===== config.mk =====
export PLATFORM = sky130hd
export DESIGN_NAME = scp_finish
export DESIGN_NICKNAME = d
export VERILOG_FILES = /design/src/hdl/scp_pkg.sv /design/src/hdl/scp_finish.sv
export SDC_FILE = /design/constraint.sdc
export NUM_CORES = 2
export LEC_CHECK = 0
export CORE_MARGIN = 3
export CORE_UTILIZATION = 56
export CTS_CLUSTER_DIAMETER = 60
export DETAILED_ROUTE_END_ITERATION = 8
export DONT_BUFFER_PORTS = 1
export HOLD_SLACK_MARGIN = 0.05
export PLACE_DENSITY = 0.69
export SETUP_SLACK_MARGIN = 0.05
export SYNTH_ARGS = -nofsm -noshare
export SYNTH_HDL_FRONTEND = slang
export SYNTH_SLANG_ARGS = --single-unit

===== constraint.sdc =====
create_clock -name clk -period 4.4 [get_ports clk]
set_clock_uncertainty 0.1 [all_clocks]
set_input_delay 0.88 -clock clk [delete_from_list [all_inputs] [get_ports clk]]
set_output_delay 0.88 -clock clk [all_outputs]
set_load 0.01 [all_outputs]

===== src/hdl/scp_pkg.sv =====
`default_nettype none
// scp_pkg: widths, opcode values, Horner divisor tables and the cell payload
// type of the sine/cosine polynomial block. Depends on nothing.
package scp_pkg;

	localparam int ANGLE_W = 32;
	localparam int VALUE_W = 32;
	localparam int WORD_W = 32;
	localparam int WORK_BITS = 30;
	localparam int ANGLE_FRAC_BITS_DEF = 24;
	localparam int OUT_FRAC_BITS_DEF = 30;
	localparam int N_CELLS = 4;
	localparam int DIV_W = 7;

	// pi/4 as a decimal fraction; multiples of pi/4 are PI_NUM * k / PI_DEN
	localparam logic [63:0] PI_NUM = 64'd31415926;
	localparam logic [63:0] PI_DEN = 64'd40000000;

	localparam logic OP_SINE = 1'b0;
	localparam logic OP_COSINE = 1'b1;

	localparam logic signed [WORD_W-1:0] WORK_ONE = 32'sd1 <<< WORK_BITS;

	// one Horner step in flight: x2 is the squared angle, t the running term
	typedef struct packed {
		logic cos_sel;
		logic neg;
		logic signed [WORD_W-1:0] x;
		logic [WORD_W-1:0] x2;
		logic signed [WORD_W-1:0] t;
	} horner_t;

	// divisors of the sine series, innermost term first
	function automatic logic [DIV_W-1:0] sin_div(input int idx);
		case (idx)
			0: return 7'd72;
			1: return 7'd42;
			2: return 7'd20;
			3: return 7'd6;
			default: return 7'd1;
		endcase
	endfunction

	// divisors of the cosine series, innermost term first
	function automatic logic [DIV_W-1:0] cos_div(input int idx);
		case (idx)
			0: return 7'd56;
			1: return 7'd30;
			2: return 7'd12;
			3: return 7'd2;
			default: return 7'd1;
		endcase
	endfunction

endpackage
`default_nettype wire


===== src/hdl/scp_finish.sv =====
`default_nettype none
// scp_finish: final multiply by x for the sine series, fold sign, rounding to
// the output format and clamping; holds the output register. Depends on scp_pkg.
module scp_finish #(
	parameter int OUT_FRAC_BITS = scp_pkg::OUT_FRAC_BITS_DEF
) (
	input wire clk,
	input wire arst_n,
	input wire up_valid,
	output logic up_ready,
	input wire scp_pkg::horner_t up,
	output logic dn_valid,
	input wire dn_ready,
	output logic signed [scp_pkg::VALUE_W-1:0] value
);
	localparam int WW = scp_pkg::WORD_W;
	localparam int WB = scp_pkg::WORK_BITS;
	localparam int RW = WW + 2;
	localparam int DEPTH = 3;
	localparam int SH = WB - OUT_FRAC_BITS;
	localparam logic signed [2*WW-1:0] HALF_LSB = (2*WW)'(1) <<< (WB - 1);
	localparam logic signed [RW-1:0] OUT_HALF = (RW'(1) <<< SH) >>> 1;
	localparam logic signed [RW-1:0] LIM = RW'(1) <<< OUT_FRAC_BITS;

	logic [DEPTH-1:0] vld_q;
	logic [DEPTH:0] adv;
	logic [DEPTH-1:0] vin;

	logic signed [2*WW-1:0] prod_rnd, prod_sh;
	logic signed [WW:0] res;
	logic signed [RW-1:0] rr, rr_sh, clamped;

	scp_pkg::horner_t ctx_s1;
	logic signed [2*WW-1:0] pr_s1;
	logic signed [WW:0] r_s2;
	logic signed [WW-1:0] value_s3;

	// advance a stage when it is empty or its content moves on
	assign adv[DEPTH] = dn_ready;
	for (genvar g = 0; g < DEPTH; g++) begin : g_adv
		assign adv[g] = !vld_q[g] || adv[g+1];
	end
	assign vin = {vld_q[DEPTH-2:0], up_valid};
	assign up_ready = adv[0];
	assign dn_valid = vld_q[DEPTH-1];
	assign value = value_s3;

	always_ff @(posedge clk or negedge arst_n) begin
		if (!arst_n) begin
			vld_q <= '0;
		end else begin
			for (int k = 0; k < DEPTH; k++) begin
				if (adv[k]) begin
					vld_q[k] <= vin[k];
				end
			end
		end
	end

	// multiply by x; only the sine series uses it
	always_ff @(posedge clk) begin
		if (adv[0]) begin
			ctx_s1 <= up;
			pr_s1 <= (2*WW)'(up.x) * (2*WW)'(up.t);
		end
	end

	// pick the series result and apply the fold sign in Q30
	assign prod_rnd = pr_s1 + HALF_LSB;
	assign prod_sh = prod_rnd >>> WB;
	assign res = ctx_s1.cos_sel ? (WW+1)'(ctx_s1.t) : prod_sh[WW:0];

	always_ff @(posedge clk) begin
		if (adv[1]) begin
			r_s2 <= ctx_s1.neg ? -res : res;
		end
	end

	// round half up to the output format and clamp to plus or minus one
	assign rr = RW'(r_s2) + OUT_HALF;
	assign rr_sh = rr >>> SH;
	always_comb begin
		if (rr_sh > LIM) begin
			clamped = LIM;
		end else if (rr_sh < -LIM) begin
			clamped = -LIM;
		end else begin
			clamped = rr_sh;
		end
	end

	always_ff @(posedge clk) begin
		if (adv[2]) begin
			value_s3 <= clamped[WW-1:0];
		end
	end

endmodule
`default_nettype wire


==> flow_metrics.py <==
metrics = {
    "global_routing": {
        "grt_pass1_vias": 32500,
        "grt_max_degree": 70,
        "grt-ovfl-total": 0,
        "antenna_found_initial": 7,
        "grt_util_all_layers": 0.302,
        "grt_pass1_wl_um": 181000,
    },
    "worst_setup_path": {
        "worstSetupStartpoint": "up[19]",
        "critPathMaxStageDelay_ns": 0.59,
        "rr_startpoint": "pr_s1[31]",
        "worstSetupStartpointType": "primary input",
        "crit_slowest_cell": "fa_1",
        "crit_path_end_kind": "flop",
        "crit_path_frequent_cell": "fa_1",
        "path_max_fanout": 33,
        "path_class": "primary input to flop",
        "worstPathRequired_ns": 4.46,
        "worstPathArrival_ns": 7.78,
    },
    "clock_tree": {
        "cts_sinks": 136,
        "tritoncts": "yes",
        "ctsHtreeMaxLevel": 4,
        "cts_max_path_buffers": 2,
        "numCtsBuffers": 17,
        "clk_latency_ns": 0.43,
        "root_buffer": "clkbuf_16",
        "clk_pin_slew_ns": 0.06,
    },
    "synth": {
        "synth_cell_types": 73,
        "synthTopCellsByCount": "fa_1 (1,072), inv_1 (1,018), nand2_1 (573), and2_1 (534), clkbuf_1 (203)",
        "synth_edf_count": 133,
        "synth_top_area_frac": 0.515,
        "yosysMostFrequentCell": "fa_1",
        "synth_area_leaders": "fa_1 (51%), edfxtp_1 (9.6%), inv_1 (9.2%)",
        "avgSynthCellArea_um2": 9.75,
        "syn-cell-area_um2": 41700,
        "async_flop_share": 0.0221,
        "ys_warn_count": 0,
        "ys_seq_area_frac": 0.0976,
        "synth_top_area_cell": "fa_1",
        "synth-seq-cells": 136,
        "synthFlopType": "edfxtp_1",
        "synthCells": 4275,
        "synth_nets": 5629,
    },
    "sta": {
        "fmax_ghz": 0.129,
        "slew_headroom": 0.301,
        "final-setup-viol-count": 34,
        "hold_viol": 0,
        "tns_ns": -98.12,
        "setup_ws_ns": -3.32,
        "period_minus_slack_ns": 7.72,
        "slew_viol_final": 0,
        "fin_crit_sh": 1.76,
        "rsz0062_at_grt": "true",
        "worst_hold_slack_ns": 0.372,
        "tightest_slew_ns": 1.05,
    },
    "routing": {
        "antenna_left": 0,
        "drc_errors": 0,
        "vias_per_cell": 5.49,
        "dr.first_iter.drc_count": 2243,
        "totalWireLength_um": 111000,
        "firstDrtPassIters": 5,
        "wl_per_cell_um": 21.0,
        "route.vias.total": 29000,
    },
    "placed_design": {
        "io_buffers": 0,
        "dp_hpwl_um": 83600,
        "dp_cells": 5225,
        "dpl_cell_area_um2": 44000,
        "globalplace.congestion": 0.894,
    },
    "final_layout": {
        "nNetsFinal": 5652,
        "final_area_um2": 45100,
        "area_delta_synth_final_pct": 8.19,
        "layout.cells.non_filler": 5273,
        "drive_above_1_share": 0.0995,
    },
    "die": {
        "fp.dieH_um": 279,
        "start_util": 0.569,
        "ios": 136,
        "rows": 99,
        "die_w_um": 279,
        "dieArea_um2": 77800,
        "fp.coreArea_um2": 73300,
    },
    "flow_run": {
        "max_cap_viol_count": 0,
    },
    "status": {
        "status": "finished, violations left",
        "violations": "setup timing",
    },
    "hold_path": {
        "holdCritStartpoint": "vld_q[0]",
        "hold_class": "flop to flop",
    },
}
layout make-up:
type / instances / area, µm²
fillers: 6135 / 28200
flip-flops and latches: 136 / 4070
repair buffers: 219 / 1710
inverters: 1019 / 3830
multi-input cells: 2905 / 33700
well taps: 959 / 1200
clock buffers: 19 / 443
clock inverters: 13 / 110
diodes: 3 / 7.51
critical path, delay by kind of cell:
family          cells  cell delay [ns]
fa+ha+maj           9             4.30
compound gates      5             1.16
simple gates        4             0.79
buf+inv             6             0.48
xor+xnor            1             0.12
kinds of logic (layout without fill, tap and decap cells):
group | Yosys count | in the layout | synth area share
AND/OR/NAND/NOR | 1321 | 1321 | 0.162
adder cells (fa/ha/maj) | 1252 | 1252 | 0.569
buffers and inverters | 1234 | 1270 | 0.113
AO/OA/AOI/OAI | 220 | 220 | 0.0345
flip-flops | 136 | 136 | 0.0976
XOR/XNOR | 106 | 106 | 0.0223
multiplexers | 6 | 6 | 0.00177
other | 0 | 3 | 0
worst paths after layout:
path / endpoint / slack [ns] / cells after the start
max: pr_s1[61] / -3.32 / 25
min: vld_q[1] / 0.37 / 1
max reg2reg: r_s2[32] / 0.44 / 10
min reg2reg: vld_q[1] / 0.37 / 1
max in group asynchronous: vld_q[2] / 3.43 / 1
min in group asynchronous: vld_q[0] / 0.61 / 1
flip-flops by register name (all words and copies together) (netlist names):
register / cells
value: 32
ctx_s1: 34
r_s2: 33
vld_q: 3
pr_s1: 34
metrics by stage:
step	utilization	setup WS (ns)
finish	0.615	-3.32
CTS	0.612	-3.27
floorplan	-	-3.50
global route	0.615	-3.47
global placement	0.600	-3.78
detailed placement	0.600	-3.80
layout by cell type (no fill, tap or decap), types with 26 or more instances in the layout:
| cell | n |
|---|---|
| nand2_1 | 559 |
| buf_4 | 203 |
| nor2b_1 | 31 |
| edfxtp_1 | 133 |
| fa_1 | 1055 |
| o21ai_0 | 47 |
| and2_1 | 512 |
| xor2_1 | 37 |
| xnor2_1 | 64 |
| ha_1 | 159 |
| a21o_1 | 26 |
| inv_1 | 991 |
| inv_2 | 27 |
| a21oi_1 | 38 |
| nor2_1 | 37 |
timing repair:
| action | CTS | global route |
|---|---|---|
| hold buffers | 1 | 0 |
| setup endpoints to repair | 34 | 34 |
| gates resized for setup | 56 | 50 |
| endpoints found under the hold margin | 3 | 0 |
| buffers inserted | 11 | 8 |
| pin swaps | 59 | 57 |
per-layer routing:
layer | wire (µm) | GRT usage
met1 | 45200 | 0.410
met2 | 53500 | 0.507
met3 | 7830 | 0.0430
met4 | 4280 | 0.0986
met5 | 18 | 0
Power is not shown: default switching activity piles up to over one toggle a cycle in this logic, so the estimate is an artifact.
