--- src/hdl/scp_pkg.sv ---
`default_nettype none
// scp_pkg: widths, opcode values, Horner divisor tables and the cell payload
// type of the sine/cosine polynomial block. Depends on nothing.
package scp_pkg;

	localparam int ANGLE_W = 32;
	localparam int VALUE_W = 32;
	localparam int WORD_W = 32;
	localparam int WORK_BITS = 30;
	localparam int ANGLE_FRAC_BITS_DEF = 24;
	localparam int OUT_FRAC_BITS_DEF = 30;
	localparam int N_CELLS = 4;
	localparam int DIV_W = 7;

	// pi/4 as a decimal fraction; multiples of pi/4 are PI_NUM * k / PI_DEN
	localparam logic [63:0] PI_NUM = 64'd31415926;
	localparam logic [63:0] PI_DEN = 64'd40000000;

	localparam logic OP_SINE = 1'b0;
	localparam logic OP_COSINE = 1'b1;

	localparam logic signed [WORD_W-1:0] WORK_ONE = 32'sd1 <<< WORK_BITS;

	// one Horner step in flight: x2 is the squared angle, t the running term
	typedef struct packed {
		logic cos_sel;
		logic neg;
		logic signed [WORD_W-1:0] x;
		logic [WORD_W-1:0] x2;
		logic signed [WORD_W-1:0] t;
	} horner_t;

	// divisors of the sine series, innermost term first
	function automatic logic [DIV_W-1:0] sin_div(input int idx);
		case (idx)
			0: return 7'd72;
			1: return 7'd42;
			2: return 7'd20;
			3: return 7'd6;
			default: return 7'd1;
		endcase
	endfunction

	// divisors of the cosine series, innermost term first
	function automatic logic [DIV_W-1:0] cos_div(input int idx);
		case (idx)
			0: return 7'd56;
			1: return 7'd30;
			2: return 7'd12;
			3: return 7'd2;
			default: return 7'd1;
		endcase
	endfunction

endpackage
`default_nettype wire

--- src/hdl/scp_horner_cell.sv ---
`default_nettype none
// scp_horner_cell: one Horner step t' = 1 - round(x2 * t) / k over four
// stages, k picked per request from the sine or cosine table. Depends on scp_pkg.
module scp_horner_cell #(
	parameter int CELL_IDX = 0
) (
	input wire clk,
	input wire arst_n,
	input wire up_valid,
	output logic up_ready,
	input wire scp_pkg::horner_t up,
	output logic dn_valid,
	input wire dn_ready,
	output scp_pkg::horner_t dn
);
	localparam int WW = scp_pkg::WORD_W;
	localparam int WB = scp_pkg::WORK_BITS;
	localparam int PW = 2 * WW - 1;
	localparam int DEPTH = 4;
	localparam logic [scp_pkg::DIV_W-1:0] K_SIN = scp_pkg::sin_div(CELL_IDX);
	localparam logic [scp_pkg::DIV_W-1:0] K_COS = scp_pkg::cos_div(CELL_IDX);
	localparam logic [WW-1:0] R_SIN = WW'((64'd1 << WW) / 64'(K_SIN));
	localparam logic [WW-1:0] R_COS = WW'((64'd1 << WW) / 64'(K_COS));
	localparam logic [PW-1:0] HALF_LSB = PW'(1) << (WB - 1);

	logic [DEPTH-1:0] vld_q;
	logic [DEPTH:0] adv;
	logic [DEPTH-1:0] vin;

	logic [PW-1:0] prod_rnd;
	logic [WW-1:0] recip;
	logic [2*WW-1:0] recip_mul;
	logic [WW-1:0] div_k, kq, rem, quo;
	scp_pkg::horner_t ctx_nxt;

	scp_pkg::horner_t ctx_s1, ctx_s2, ctx_s3, ctx_s4;
	logic [PW-1:0] prod_s1;
	logic [WW-1:0] p_s2, p_s3;
	logic [WW-1:0] qe_s3;

	// advance a stage when it is empty or its content moves on
	assign adv[DEPTH] = dn_ready;
	for (genvar g = 0; g < DEPTH; g++) begin : g_adv
		assign adv[g] = !vld_q[g] || adv[g+1];
	end
	assign vin = {vld_q[DEPTH-2:0], up_valid};
	assign up_ready = adv[0];
	assign dn_valid = vld_q[DEPTH-1];
	assign dn = ctx_s4;

	always_ff @(posedge clk or negedge arst_n) begin
		if (!arst_n) begin
			vld_q <= '0;
		end else begin
			for (int k = 0; k < DEPTH; k++) begin
				if (adv[k]) begin
					vld_q[k] <= vin[k];
				end
			end
		end
	end

	// multiply the square by the running term; t is never negative here
	always_ff @(posedge clk) begin
		if (adv[0]) begin
			ctx_s1 <= up;
			prod_s1 <= PW'(up.x2) * PW'(up.t[WW-2:0]);
		end
	end

	// round half up back to Q30
	assign prod_rnd = prod_s1 + HALF_LSB;

	always_ff @(posedge clk) begin
		if (adv[1]) begin
			ctx_s2 <= ctx_s1;
			p_s2 <= prod_rnd[WB+WW-1:WB];
		end
	end

	// estimate the quotient by the divisor's reciprocal
	assign recip = ctx_s2.cos_sel ? R_COS : R_SIN;
	assign recip_mul = {{WW{1'b0}}, p_s2} * {{WW{1'b0}}, recip};

	always_ff @(posedge clk) begin
		if (adv[2]) begin
			ctx_s3 <= ctx_s2;
			p_s3 <= p_s2;
			qe_s3 <= recip_mul[2*WW-1:WW];
		end
	end

	// correct the estimate by one where the remainder reaches the divisor
	assign div_k = WW'(ctx_s3.cos_sel ? K_COS : K_SIN);
	assign kq = qe_s3 * div_k;
	assign rem = p_s3 - kq;
	assign quo = qe_s3 + WW'(rem >= div_k);

	// replace the running term, pass the rest of the request on
	always_comb begin
		ctx_nxt = ctx_s3;
		ctx_nxt.t = scp_pkg::WORK_ONE - $signed(quo);
	end

	always_ff @(posedge clk) begin
		if (adv[3]) begin
			ctx_s4 <= ctx_nxt;
		end
	end

endmodule
`default_nettype wire

--- config.mk ---
export PLATFORM = sky130hd
export DESIGN_NAME = scp_horner_cell
export DESIGN_NICKNAME = d
export VERILOG_FILES = /design/src/hdl/scp_pkg.sv /design/src/hdl/scp_horner_cell.sv
export SDC_FILE = /design/constraint.sdc
export NUM_CORES = 2
export LEC_CHECK = 0
export ABC_AREA = 1
export BUFFER_PORTS_ARGS = -buffer_cell sky130_fd_sc_hd__buf_2
export CAP_MARGIN = 0
export CORE_ASPECT_RATIO = 0.8
export CORE_MARGIN = 8
export CORE_UTILIZATION = 50
export CTS_CLUSTER_SIZE = 8
export DETAILED_ROUTE_END_ITERATION = 16
export GPL_TIMING_DRIVEN = 0
export HOLD_SLACK_MARGIN = 0.03
export PLACE_DENSITY = 0.76
export SYNTH_ARGS = -nofsm -noshare
export SYNTH_HDL_FRONTEND = slang
export SYNTH_SLANG_ARGS = --single-unit
--- constraint.sdc ---
create_clock -name clk -period 11.15 [get_ports clk]
set_input_delay 1.6725 -clock clk [delete_from_list [all_inputs] [get_ports clk]]
set_output_delay 1.6725 -clock clk [all_outputs]
set_load 0.01 [all_outputs]
==> results.tsv <==
metric	value	unit
status	finished, violations left	
failing checks	capacitance limit	
Seq/Total Area, Yosys	18.9	%
yosys warns	0	
First DRT Iteration DRCs	5958	
Crit path largest cell delay	1.07	ns
Worst setup EP type	register	
vias	52066	
commonest non-fill, non-tap cell in the layout	inv_1	
Worst Path Required	11.54	ns
via/cell ratio	5.49	
Resize count post-CTS	0	
Post-Synth Simple-Gate Area	12.2	%
slew at the pin with the worst max-slew slack	1.49	ns
CP Launch Type	input pin	
fill count	12148	
Max Cap Viol	1	
CTS Root Cell	clkbuf_16	
first-pass GRT wire length	357000	µm
Synth Instances	7405	
Final Hold Viols	0	
hold crit path type	reg -> reg	
WL per Instance	25.9	µm
CTS Sinks	420	
Fmax	99.4	MHz
pin count of the biggest net entering global routing	83	
Setup CP Type	in -> reg	
most frequent cells in the layout	2151 x inv_1, 1566 x nand2_1, 1228 x fa_1	
Clk Latency, worst-skew pair	0.73	ns
syn_area_per_cell	8.99	µm²
min setup slack post-route	1.09	ns
post-synthesis compound-gate area fraction	4.22	%
Final period util	90.2	%
share of cells above drive strength 1	3.87	%
CTS clk-pin slew, worst paths	0.05	ns
DRC	0	
fin. max-slew vios	0	
Final HPWL DP	210000	µm
largest family of logic cells by synthesized area	adder cells	
gp weighted congestion	1.08	
grt total ovfl	0	
setup tns final	0	ns
Hold-fix buffers, CTS	0	
die height	342	µm
vias in the first global route	52916	
GRT Util Overall	33.9	%
fin util	54.4	%
Final min period	10.06	ns
IO Pins	202	
initial antenna violation count	18	
Setup Buffers After CTS	0	
First-pass DRT Iterations	6	
Max Fanout on Critical Path	10	
adder-cell share of the synthesized area	49.5	%
routed wire length	246000	µm
Die Width	424	µm
synth unique cells	48	
post-synthesis mux area share	0	%
hold_ws	0.377	ns
Starting Density	50.5	%
Core Area	0.132	mm²
Syn Std Cell Area	0.0666	mm²
Port Buffers	199	
count of final setup violators	0	
RSZ-0062 raised after global routing	false	
Die ar.	0.145	mm²
Slowest cell on crit path	clkbuf_1	
Clock Tree Buf Depth	3	
xor and xnor fraction of the mapped netlist area	1.66	%
critical path arrival	10.45	ns
max_slew headroom	0.581	%
Row Count	119	
depth of the CTS H-tree	2	
antenna violation net count after detailed routing	0	
Place WS	0.523	ns
Clock Skew	0.0761	ns
nets@finish	9673	
Seq cells post-synth	420	
TritonCTS Buffers	61	
CTS tree	yes	
Syn-to-layout area delta	7.76	%
## routing by layer
layer,wire (µm),part of all wire (%),up-vias,global-route usage (%)
met5,83,0.034,-,0
met4,9310,3.8,12,10.7
met3,39000,16,427,15.6
met2,92400,38,3125,44.6
met1,105000,43,26139,49.3
li1,-,-,22363,-
## logic make-up (layout without fill, tap and decap cells)
logic type	Yosys count	after routing
flops	420	420
buf+inv	2391	2686
fa+ha+maj	1897	1897
xor+xnor	126	126
other cells	1	25
compound gates	505	505
simple gates	2065	2065
## cell type report
| type | instances | area [µm²] | area share, % |
|---|---|---|---|
| inverter | 2155 | 8100 | 11.3 |
| sequential | 420 | 12600 | 17.5 |
| multi-input combinational | 4597 | 45000 | 62.8 |
| clock inverter | 11 | 180 | 0.251 |
| timing repair buffer | 203 | 1110 | 1.54 |
| antenna | 21 | 52.6 | 0.0732 |
| clock buffer | 81 | 1600 | 2.23 |
| buffer | 236 | 891 | 1.24 |
| tap | 1754 | 2190 | 3.06 |
## per-stage QoR
stage	std cells	area (µm²)
after global routing	9458	71700
after detailed placement	9365	69900
after floorplan	7408	66600
after global placement	9361	69800
final	9478	71800
after CTS	9457	71700
## worst max-delay path, delay by kind of cell
kind	cells	cell delay, ns
compound gates	3	0.91
fa+ha+maj	9	4.75
simple gates	5	1.07
xor+xnor	1	0.15
buf+inv	10	1.89
## Yosys cell counts, drive strengths merged
master,instances,area (µm²)
o311ai,3,26.3
nand3b,4,30.0
and3,2,12.5
nor4,10,68.8
xnor2,54,473
nor3,34,198
ha,669,8370
o31a,1,8.76
nand2,1568,5890
dfrtp,4,100
a21o,38,285
nand4,32,206
xor2,72,631
nor2,310,1190
edfxtp,416,12500
a21oi,211,1060
nor3b,1,7.51
a31oi,27,169
o221ai,2,17.5
buf,2,11.3
o2111ai,2,17.5
or2,5,33.8
nand3,99,518
o21ai,172,865
a211oi,4,30.0
a21boi,11,82.6
o21a,13,97.6
conb,1,3.75
o21bai,16,120
inv,2155,8090
o211ai,5,37.5
fa,1228,24600
clkbuf,234,878
## path summary, 6_finish.rpt
path                        startpoint          end  slack [ns]  cells after the start
max in group asynchronous       arst_n     vld_q[0]       10.21                      1
setup / recovery                 up[7]  prod_s1[52]        1.09                     28
hold / removal              ctx_s1[87]   ctx_s2[87]        0.38                      0
hold reg to reg             ctx_s1[87]   ctx_s2[87]        0.38                      0
setup reg to reg           ctx_nxt[97]       dn[23]        2.84                     34
min in group asynchronous       arst_n     vld_q[3]        0.80                      1
## registers in the layout (all words and copies together) (netlist names)
signal   cells
qe_s3       27
ctx_s1      66
p_s3        29
prod_s1     33
dn          97
p_s2        32
ctx_s2      66
vld_q        4
ctx_nxt     66
Power is left out: the tool's default activity adds up to more than one toggle a clock period on the data nets, which glitch-free logic cannot reach.
