==> config.mk <==
export PLATFORM = sky130hd
export DESIGN_NAME = scp_reduce
export DESIGN_NICKNAME = d
export VERILOG_FILES = /design/src/hdl/scp_pkg.sv /design/src/hdl/scp_reduce.sv
export SDC_FILE = /design/constraint.sdc
export NUM_CORES = 2
export LEC_CHECK = 0
export BUFFER_PORTS_ARGS = -buffer_cell sky130_fd_sc_hd__buf_2
export CAP_MARGIN = 25
export CORE_ASPECT_RATIO = 0.7
export CORE_MARGIN = 3
export CORE_UTILIZATION = 40
export CTS_CLUSTER_SIZE = 8
export DETAILED_ROUTE_END_ITERATION = 7
export GPL_TIMING_DRIVEN = 0
export PLACE_DENSITY = 0.53
export SLEW_MARGIN = 0
export SYNTH_ARGS = -nofsm -noshare
export SYNTH_HDL_FRONTEND = slang
export SYNTH_SLANG_ARGS = --single-unit
==> constraint.sdc <==
create_clock -name clk -period 9.86 [get_ports clk]
set_input_delay 0.986 -clock clk [delete_from_list [all_inputs] [get_ports clk]]
set_output_delay 0.986 -clock clk [all_outputs]
set_load 0.03 [all_outputs]
==> src/hdl/scp_pkg.sv <==
`default_nettype none
// scp_pkg: widths, opcode values, Horner divisor tables and the cell payload
// type of the sine/cosine polynomial block. Depends on nothing.
package scp_pkg;

	localparam int ANGLE_W = 32;
	localparam int VALUE_W = 32;
	localparam int WORD_W = 32;
	localparam int WORK_BITS = 30;
	localparam int ANGLE_FRAC_BITS_DEF = 24;
	localparam int OUT_FRAC_BITS_DEF = 30;
	localparam int N_CELLS = 4;
	localparam int DIV_W = 7;

	// pi/4 as a decimal fraction; multiples of pi/4 are PI_NUM * k / PI_DEN
	localparam logic [63:0] PI_NUM = 64'd31415926;
	localparam logic [63:0] PI_DEN = 64'd40000000;

	localparam logic OP_SINE = 1'b0;
	localparam logic OP_COSINE = 1'b1;

	localparam logic signed [WORD_W-1:0] WORK_ONE = 32'sd1 <<< WORK_BITS;

	// one Horner step in flight: x2 is the squared angle, t the running term
	typedef struct packed {
		logic cos_sel;
		logic neg;
		logic signed [WORD_W-1:0] x;
		logic [WORD_W-1:0] x2;
		logic signed [WORD_W-1:0] t;
	} horner_t;

	// divisors of the sine series, innermost term first
	function automatic logic [DIV_W-1:0] sin_div(input int idx);
		case (idx)
			0: return 7'd72;
			1: return 7'd42;
			2: return 7'd20;
			3: return 7'd6;
			default: return 7'd1;
		endcase
	endfunction

	// divisors of the cosine series, innermost term first
	function automatic logic [DIV_W-1:0] cos_div(input int idx);
		case (idx)
			0: return 7'd56;
			1: return 7'd30;
			2: return 7'd12;
			3: return 7'd2;
			default: return 7'd1;
		endcase
	endfunction

endpackage
`default_nettype wire

==> src/hdl/scp_reduce.sv <==
`default_nettype none
// scp_reduce: nine-stage range reduction of the angle to [-pi/2, pi/4] in Q30
// and squaring, feeding the first Horner cell. Depends on scp_pkg.
module scp_reduce #(
	parameter int ANGLE_FRAC_BITS = scp_pkg::ANGLE_FRAC_BITS_DEF
) (
	input wire clk,
	input wire arst_n,
	input wire up_valid,
	output logic up_ready,
	input wire opcode,
	input wire logic signed [scp_pkg::ANGLE_W-1:0] angle,
	output logic dn_valid,
	input wire dn_ready,
	output scp_pkg::horner_t dn
);
	localparam int WW = scp_pkg::WORD_W;
	localparam int WB = scp_pkg::WORK_BITS;
	localparam int DEPTH = 9;
	localparam int XSH = WB - ANGLE_FRAC_BITS;
	localparam logic [63:0] SCALE = 64'd1 << ANGLE_FRAC_BITS;
	localparam logic [63:0] ROUND_PI = scp_pkg::PI_DEN / 64'd2;
	localparam logic [63:0] TWO_PI_L =
		(scp_pkg::PI_NUM * 64'd8 * SCALE + ROUND_PI) / scp_pkg::PI_DEN;
	localparam logic [63:0] PI_L = (scp_pkg::PI_NUM * 64'd4 * SCALE + ROUND_PI) / scp_pkg::PI_DEN;
	localparam logic [63:0] HALF_PI_L =
		(scp_pkg::PI_NUM * 64'd2 * SCALE + ROUND_PI) / scp_pkg::PI_DEN;
	localparam logic [63:0] QUARTER_PI_L = (scp_pkg::PI_NUM * SCALE + ROUND_PI) / scp_pkg::PI_DEN;
	localparam logic [WW-1:0] TWO_PI_W = TWO_PI_L[WW-1:0];
	localparam logic [WW-1:0] RECIP = WW'((64'd1 << WW) / TWO_PI_L);
	localparam logic signed [WW:0] S_TWO_PI = $signed(TWO_PI_L[WW:0]);
	localparam logic signed [WW:0] S_PI = $signed(PI_L[WW:0]);
	localparam logic signed [WW:0] S_HALF_PI = $signed(HALF_PI_L[WW:0]);
	localparam logic signed [WW:0] S_QUARTER_PI = $signed(QUARTER_PI_L[WW:0]);
	localparam logic signed [2*WW-1:0] HALF_LSB = (2*WW)'(1) <<< (WB - 1);

	logic [DEPTH-1:0] vld_q;
	logic [DEPTH:0] adv;
	logic [DEPTH-1:0] vin;

	logic [WW-1:0] abs_in;
	logic [2*WW-1:0] recip_mul;
	logic [WW-1:0] rem_fix;
	logic signed [WW:0] a4_ext, a5_ext, a6_ext;
	logic signed [WW:0] wrap_a, fold_a, quart_a, x_ext;
	logic swap;
	logic signed [2*WW-1:0] x_wide, sq_rnd;

	logic op_s1, op_s2, op_s3, op_s4, op_s5, op_s6;
	logic signed [WW-1:0] ang_s1, ang_s2, ang_s3;
	logic [WW-1:0] abs_s1, abs_s2;
	logic big_s1, big_s2, big_s3;
	logic [WW-1:0] qe_s2;
	logic [WW-1:0] rem_s3;
	logic signed [WW-1:0] a_s4, a_s5, a_s6;
	logic neg_s6, neg_s7, neg_s8, neg_s9;
	logic signed [WW-1:0] x_s7, x_s8, x_s9;
	logic cos_s7, cos_s8, cos_s9;
	logic signed [2*WW-1:0] sq_s8;
	logic [WW-1:0] x2_s9;

	// advance a stage when it is empty or its content moves on
	assign adv[DEPTH] = dn_ready;
	for (genvar g = 0; g < DEPTH; g++) begin : g_adv
		assign adv[g] = !vld_q[g] || adv[g+1];
	end
	assign vin = {vld_q[DEPTH-2:0], up_valid};
	assign up_ready = adv[0];
	assign dn_valid = vld_q[DEPTH-1];

	always_ff @(posedge clk or negedge arst_n) begin
		if (!arst_n) begin
			vld_q <= '0;
		end else begin
			for (int k = 0; k < DEPTH; k++) begin
				if (adv[k]) begin
					vld_q[k] <= vin[k];
				end
			end
		end
	end

	// take the magnitude and flag angles beyond a whole turn
	assign abs_in = angle[WW-1] ? $unsigned(-angle) : $unsigned(angle);

	always_ff @(posedge clk) begin
		if (adv[0]) begin
			op_s1 <= opcode;
			ang_s1 <= angle;
			abs_s1 <= abs_in;
			big_s1 <= abs_in > TWO_PI_W;
		end
	end

	// estimate the turn count with the reciprocal; low by at most one
	assign recip_mul = {{WW{1'b0}}, abs_s1} * {{WW{1'b0}}, RECIP};

	always_ff @(posedge clk) begin
		if (adv[1]) begin
			op_s2 <= op_s1;
			ang_s2 <= ang_s1;
			abs_s2 <= abs_s1;
			big_s2 <= big_s1;
			qe_s2 <= recip_mul[2*WW-1:WW];
		end
	end

	// remove the estimated turns
	always_ff @(posedge clk) begin
		if (adv[2]) begin
			op_s3 <= op_s2;
			ang_s3 <= ang_s2;
			big_s3 <= big_s2;
			rem_s3 <= abs_s2 - qe_s2 * TWO_PI_W;
		end
	end

	// correct the estimate and restore the sign (truncation toward zero)
	assign rem_fix = (rem_s3 >= TWO_PI_W) ? rem_s3 - TWO_PI_W : rem_s3;

	always_ff @(posedge clk) begin
		if (adv[3]) begin
			op_s4 <= op_s3;
			if (!big_s3) begin
				a_s4 <= ang_s3;
			end else if (ang_s3[WW-1]) begin
				a_s4 <= -$signed(rem_fix);
			end else begin
				a_s4 <= $signed(rem_fix);
			end
		end
	end

	// wrap into [-pi, pi]
	assign a4_ext = (WW+1)'(a_s4);
	always_comb begin
		if (a4_ext > S_PI) begin
			wrap_a = a4_ext - S_TWO_PI;
		end else if (a4_ext < -S_PI) begin
			wrap_a = a4_ext + S_TWO_PI;
		end else begin
			wrap_a = a4_ext;
		end
	end

	always_ff @(posedge clk) begin
		if (adv[4]) begin
			op_s5 <= op_s4;
			a_s5 <= wrap_a[WW-1:0];
		end
	end

	// fold by pi into [-pi/2, pi/2], flipping the sign
	assign a5_ext = (WW+1)'(a_s5);
	always_comb begin
		if (a5_ext > S_HALF_PI) begin
			fold_a = a5_ext - S_PI;
		end else if (a5_ext < -S_HALF_PI) begin
			fold_a = a5_ext + S_PI;
		end else begin
			fold_a = a5_ext;
		end
	end

	always_ff @(posedge clk) begin
		if (adv[5]) begin
			op_s6 <= op_s5;
			a_s6 <= fold_a[WW-1:0];
			neg_s6 <= (a5_ext > S_HALF_PI) || (a5_ext < -S_HALF_PI);
		end
	end

	// above pi/4 switch to the complementary series on pi/2 minus the angle
	assign a6_ext = (WW+1)'(a_s6);
	assign swap = a6_ext > S_QUARTER_PI;
	assign quart_a = swap ? S_HALF_PI - a6_ext : a6_ext;
	assign x_ext = quart_a <<< XSH;

	always_ff @(posedge clk) begin
		if (adv[6]) begin
			neg_s7 <= neg_s6;
			x_s7 <= x_ext[WW-1:0];
			cos_s7 <= (op_s6 == scp_pkg::OP_COSINE) ^ swap;
		end
	end

	// square the Q30 angle
	assign x_wide = (2*WW)'(x_s7);

	always_ff @(posedge clk) begin
		if (adv[7]) begin
			neg_s8 <= neg_s7;
			x_s8 <= x_s7;
			cos_s8 <= cos_s7;
			sq_s8 <= x_wide * x_wide;
		end
	end

	// round the square half up back to Q30
	assign sq_rnd = sq_s8 + HALF_LSB;

	always_ff @(posedge clk) begin
		if (adv[8]) begin
			neg_s9 <= neg_s8;
			x_s9 <= x_s8;
			cos_s9 <= cos_s8;
			x2_s9 <= sq_rnd[WB+WW-1:WB];
		end
	end

	always_comb begin
		dn.cos_sel = cos_s9;
		dn.neg = neg_s9;
		dn.x = x_s9;
		dn.x2 = x2_s9;
		dn.t = scp_pkg::WORK_ONE;
	end

endmodule
`default_nettype wire

==> flow_metrics.py <==
metrics = {
    "sta": {
        "clock_skew_ps": 41.1,
        "tightest_slew_ps": 1040,
        "fmax_mhz": 105,
        "hold_violations": 0,
        "period_share": 0.967,
        "period_needed_ps": 9530,
        "finalMaxSlewViolations": 0,
        "finalSetupViolCount": 0,
        "slew_headroom": 0.303,
        "rsz0062_at_grt": "no",
        "fin_ws_ps": 329,
    },
    "routing": {
        "firstDrtPassIters": 6,
        "routed_wl_um": 128000,
        "drt-initial-drc-count": 2732,
        "wl_per_cell_um": 20.9,
        "drc": 0,
        "vias": 31100,
        "final_antenna_net_count": 0,
        "viasPerCell": 5.05,
    },
    "synthesis": {
        "synth_compound_area_frac": 0.0695,
        "async_flop_share": 0.0196,
        "syn_area_per_cell_um2": 10.7,
        "yosys.area_share.simple": 0.102,
        "synth.cell_area_um2": 46800,
        "ys_seq_area_frac": 0.294,
        "synth_cells": 4364,
        "synthMuxAreaShare": 0.00892,
        "synth_seq_cells": 460,
        "synth_fa_ha_area_frac": 0.376,
        "ys_warn_count": 0,
        "synth_edf_count": 451,
        "synth-main-ff-cell": "edfxtp_1",
        "synth_top_family_by_area": "adder cells",
        "synth.distinct_cells": 93,
        "synth-xor-area-share": 0.0559,
    },
    "clock_network": {
        "path_clk_slew_ps": 50,
        "cts_root_buffer": "clkbuf_16",
        "cts_tree": "done",
        "cts.sinks": 460,
        "cts.path.max_buffers": 3,
        "clk-insertion-delay-late_ps": 680,
        "numCtsBuffers": 69,
        "h-tree-depth": 3,
    },
    "critical_path": {
        "path_buf_inv": 7,
        "critPathMaxStageDelay_ps": 930,
        "critPathKind": "register to register",
        "crit_path_start_kind": "register",
        "critPathMostFrequentCell": "fa_1",
        "slowest_stage": "edfxtp_1",
        "worstPathMaxFanout": 11,
        "crit_path_end_kind": "register",
        "critPathTopFamily": "adder cells",
        "cp.required_ps": 10250,
        "crit_arrival_ps": 9920,
    },
    "grt": {
        "grt-ovfl-total": 0,
        "grt_util_all_layers": 0.217,
        "grt_pass1_vias": 31600,
        "grt_max_degree": 68,
        "antenna_found_initial": 8,
        "grt_pass1_wl_um": 198000,
    },
    "hold_path": {
        "hp-class": "primary input to asynchronous set/reset pin",
    },
    "place": {
        "pre_cts_ws_ps": -455,
        "place_congestion": 0.930,
        "numPortBuffers": 98,
        "dp_hpwl_um": 106000,
    },
    "die": {
        "core-area_um2": 116000,
        "die-width_um": 415,
        "fp.dieArea_um2": 121000,
        "initial_core_util": 0.405,
        "rows": 104,
        "die_height_um": 292,
        "ios": 137,
    },
    "status": {
        "status": "finished, final reports clean",
    },
    "finish": {
        "areaGrowthSynthToFinish_pct": 10.6,
        "drive_gt1_frac": 0.0726,
        "nets": 5610,
        "antenna_cells": 0,
        "layout_commonest_cell": "inv_1",
        "final_cell_mix": "inv_1, fa_1, edfxtp_1, nand2_1, ha_1",
    },
    "job": {
        "maxCapViolations": 0,
    },
}
==> final timing paths <==
check | startpoint | end | slack, ps | cells after the start
min reg2reg | x_s8[15]$_DFFE_PP_ | x_s9[15]$_DFFE_PP_ | 390 | 0
max in group asynchronous | arst_n | vld_q[8]$_DFFE_PN0P_ | 9430 | 1
min in group clk | x_s8[15]$_DFFE_PP_ | x_s9[15]$_DFFE_PP_ | 390 | 0
min | arst_n | vld_q[2]$_DFFE_PN0P_ | 200 | 1
max | x_s7[19]$_DFFE_PP_ | sq_s8[61]$_DFFE_PP_ | 330 | 27
max reg2reg | x_s7[19]$_DFFE_PP_ | sq_s8[61]$_DFFE_PP_ | 330 | 27
==> area by class of cell <==
class	count	area, um2
fillers	11000	63800
multi-input cells	2808	28800
flip-flops and latches	460	13800
inverters	959	3600
well taps	1537	1920
clock buffers	86	1790
plain buffers	173	828
repair buffers	115	756
clock inverters	12	284
==> flip-flops by register name, indices dropped and copies added, names as in the netlist, 31 cells and up <==
| signal | flops |
|---|---|
| abs_s1 | 31 |
| abs_s2 | 31 |
| a_s6 | 32 |
| sq_s8 | 33 |
| a_s5 | 32 |
| a_s4 | 32 |
| ang_s2 | 32 |
| rem_s3 | 32 |
| ang_s3 | 32 |
| x2_s9 | 32 |
| ang_s1 | 32 |
==> synth_stat cells, drive strengths merged (7+ instances only) <==
cell | instances | area [um2]
nand2 | 337 | 1260
o21ai | 97 | 489
or4 | 13 | 109
nand3 | 65 | 338
fa | 699 | 14000
o21bai | 15 | 113
and3 | 29 | 181
nand4 | 26 | 178
mux2i | 9 | 103
xor2 | 78 | 683
o22ai | 13 | 81.3
dfrtp | 9 | 225
nor4 | 13 | 87.6
buf | 51 | 352
nor2 | 163 | 614
edfxtp | 451 | 13500
o31ai | 24 | 185
and2 | 149 | 932
mux2 | 28 | 315
xnor2 | 221 | 1940
a31oi | 35 | 225
a211o | 11 | 96.3
a211oi | 12 | 90.1
o21a | 23 | 174
a21oi | 120 | 604
or3 | 22 | 138
nor2b | 38 | 238
a21o | 40 | 300
o31a | 7 | 61.3
or2 | 19 | 119
o41ai | 11 | 104
ha | 288 | 3600
clkbuf | 122 | 458
nor3 | 44 | 248
nand2b | 25 | 156
inv | 955 | 3580
a2111oi | 7 | 67.6
==> logic make-up (layout without fill, tap and decap cells) <==
logic type | Yosys count | in the layout
buf+inv | 1132 | 1345
fa+ha+maj | 987 | 987
simple gates | 962 | 962
compound gates | 485 | 485
flops | 460 | 460
xor+xnor | 299 | 299
mux | 37 | 37
other cells | 2 | 38
==> layer usage <==
| metal | global-route usage | part of all wire |
|---|---|---|
| met5 | 0 | 0.00031 |
| met3 | 0.0651 | 0.10 |
| met1 | 0.358 | 0.52 |
| met4 | 0.0409 | 0.016 |
| met2 | 0.274 | 0.37 |
==> worst reg2reg max path: stages (launching register included) <==
cell and delay, ps:
edfxtp_1 930, clkbuf_1 680, nand2_1 220, fa_1 500
fa_1 530, fa_1 570, inv_1 60, fa_1 500
inv_1 50, fa_1 480, inv_1 60, fa_1 530
inv_1 60, fa_1 530, inv_1 40, ha_1 350
a21oi_1 170, o22ai_1 90, o311ai_0 470, a21oi_1 240
o41ai_2 350, buf_4 230, nand2_1 150, a2111o_1 520
a41o_1 340, a211oi_1 370, o21bai_1 120, xnor2_1 140
==> per-stage QoR <==
stage          utilization  std cells  TNS (ps)  hold WS [ps]  cell area [um2]
5_1_grt              0.448       6150         0           175            51800
3_3_place_gp         0.427       6035     -9890           403            49400
4_1_cts              0.448       6142         0           155            51700
6_report             0.448       6150         0           197            51800
3_5_place_dp         0.430       6044     -1200           405            49600
2_1_floorplan            -       4400         0           400            47000
==> what timing repair did <==
| action | 4_1_cts | 5_1_grt |
|---|---|---|
| endpoints found under the setup margin | 5 | 6 |
| setup buffers | 0 | 3 |
| pin swaps | 0 | 0 |
| hold buffers | 0 | 0 |
| gates resized for setup | 6 | 22 |
Power is not shown: default switching activity piles up to over one toggle a cycle in this logic, so the estimate is an artifact.
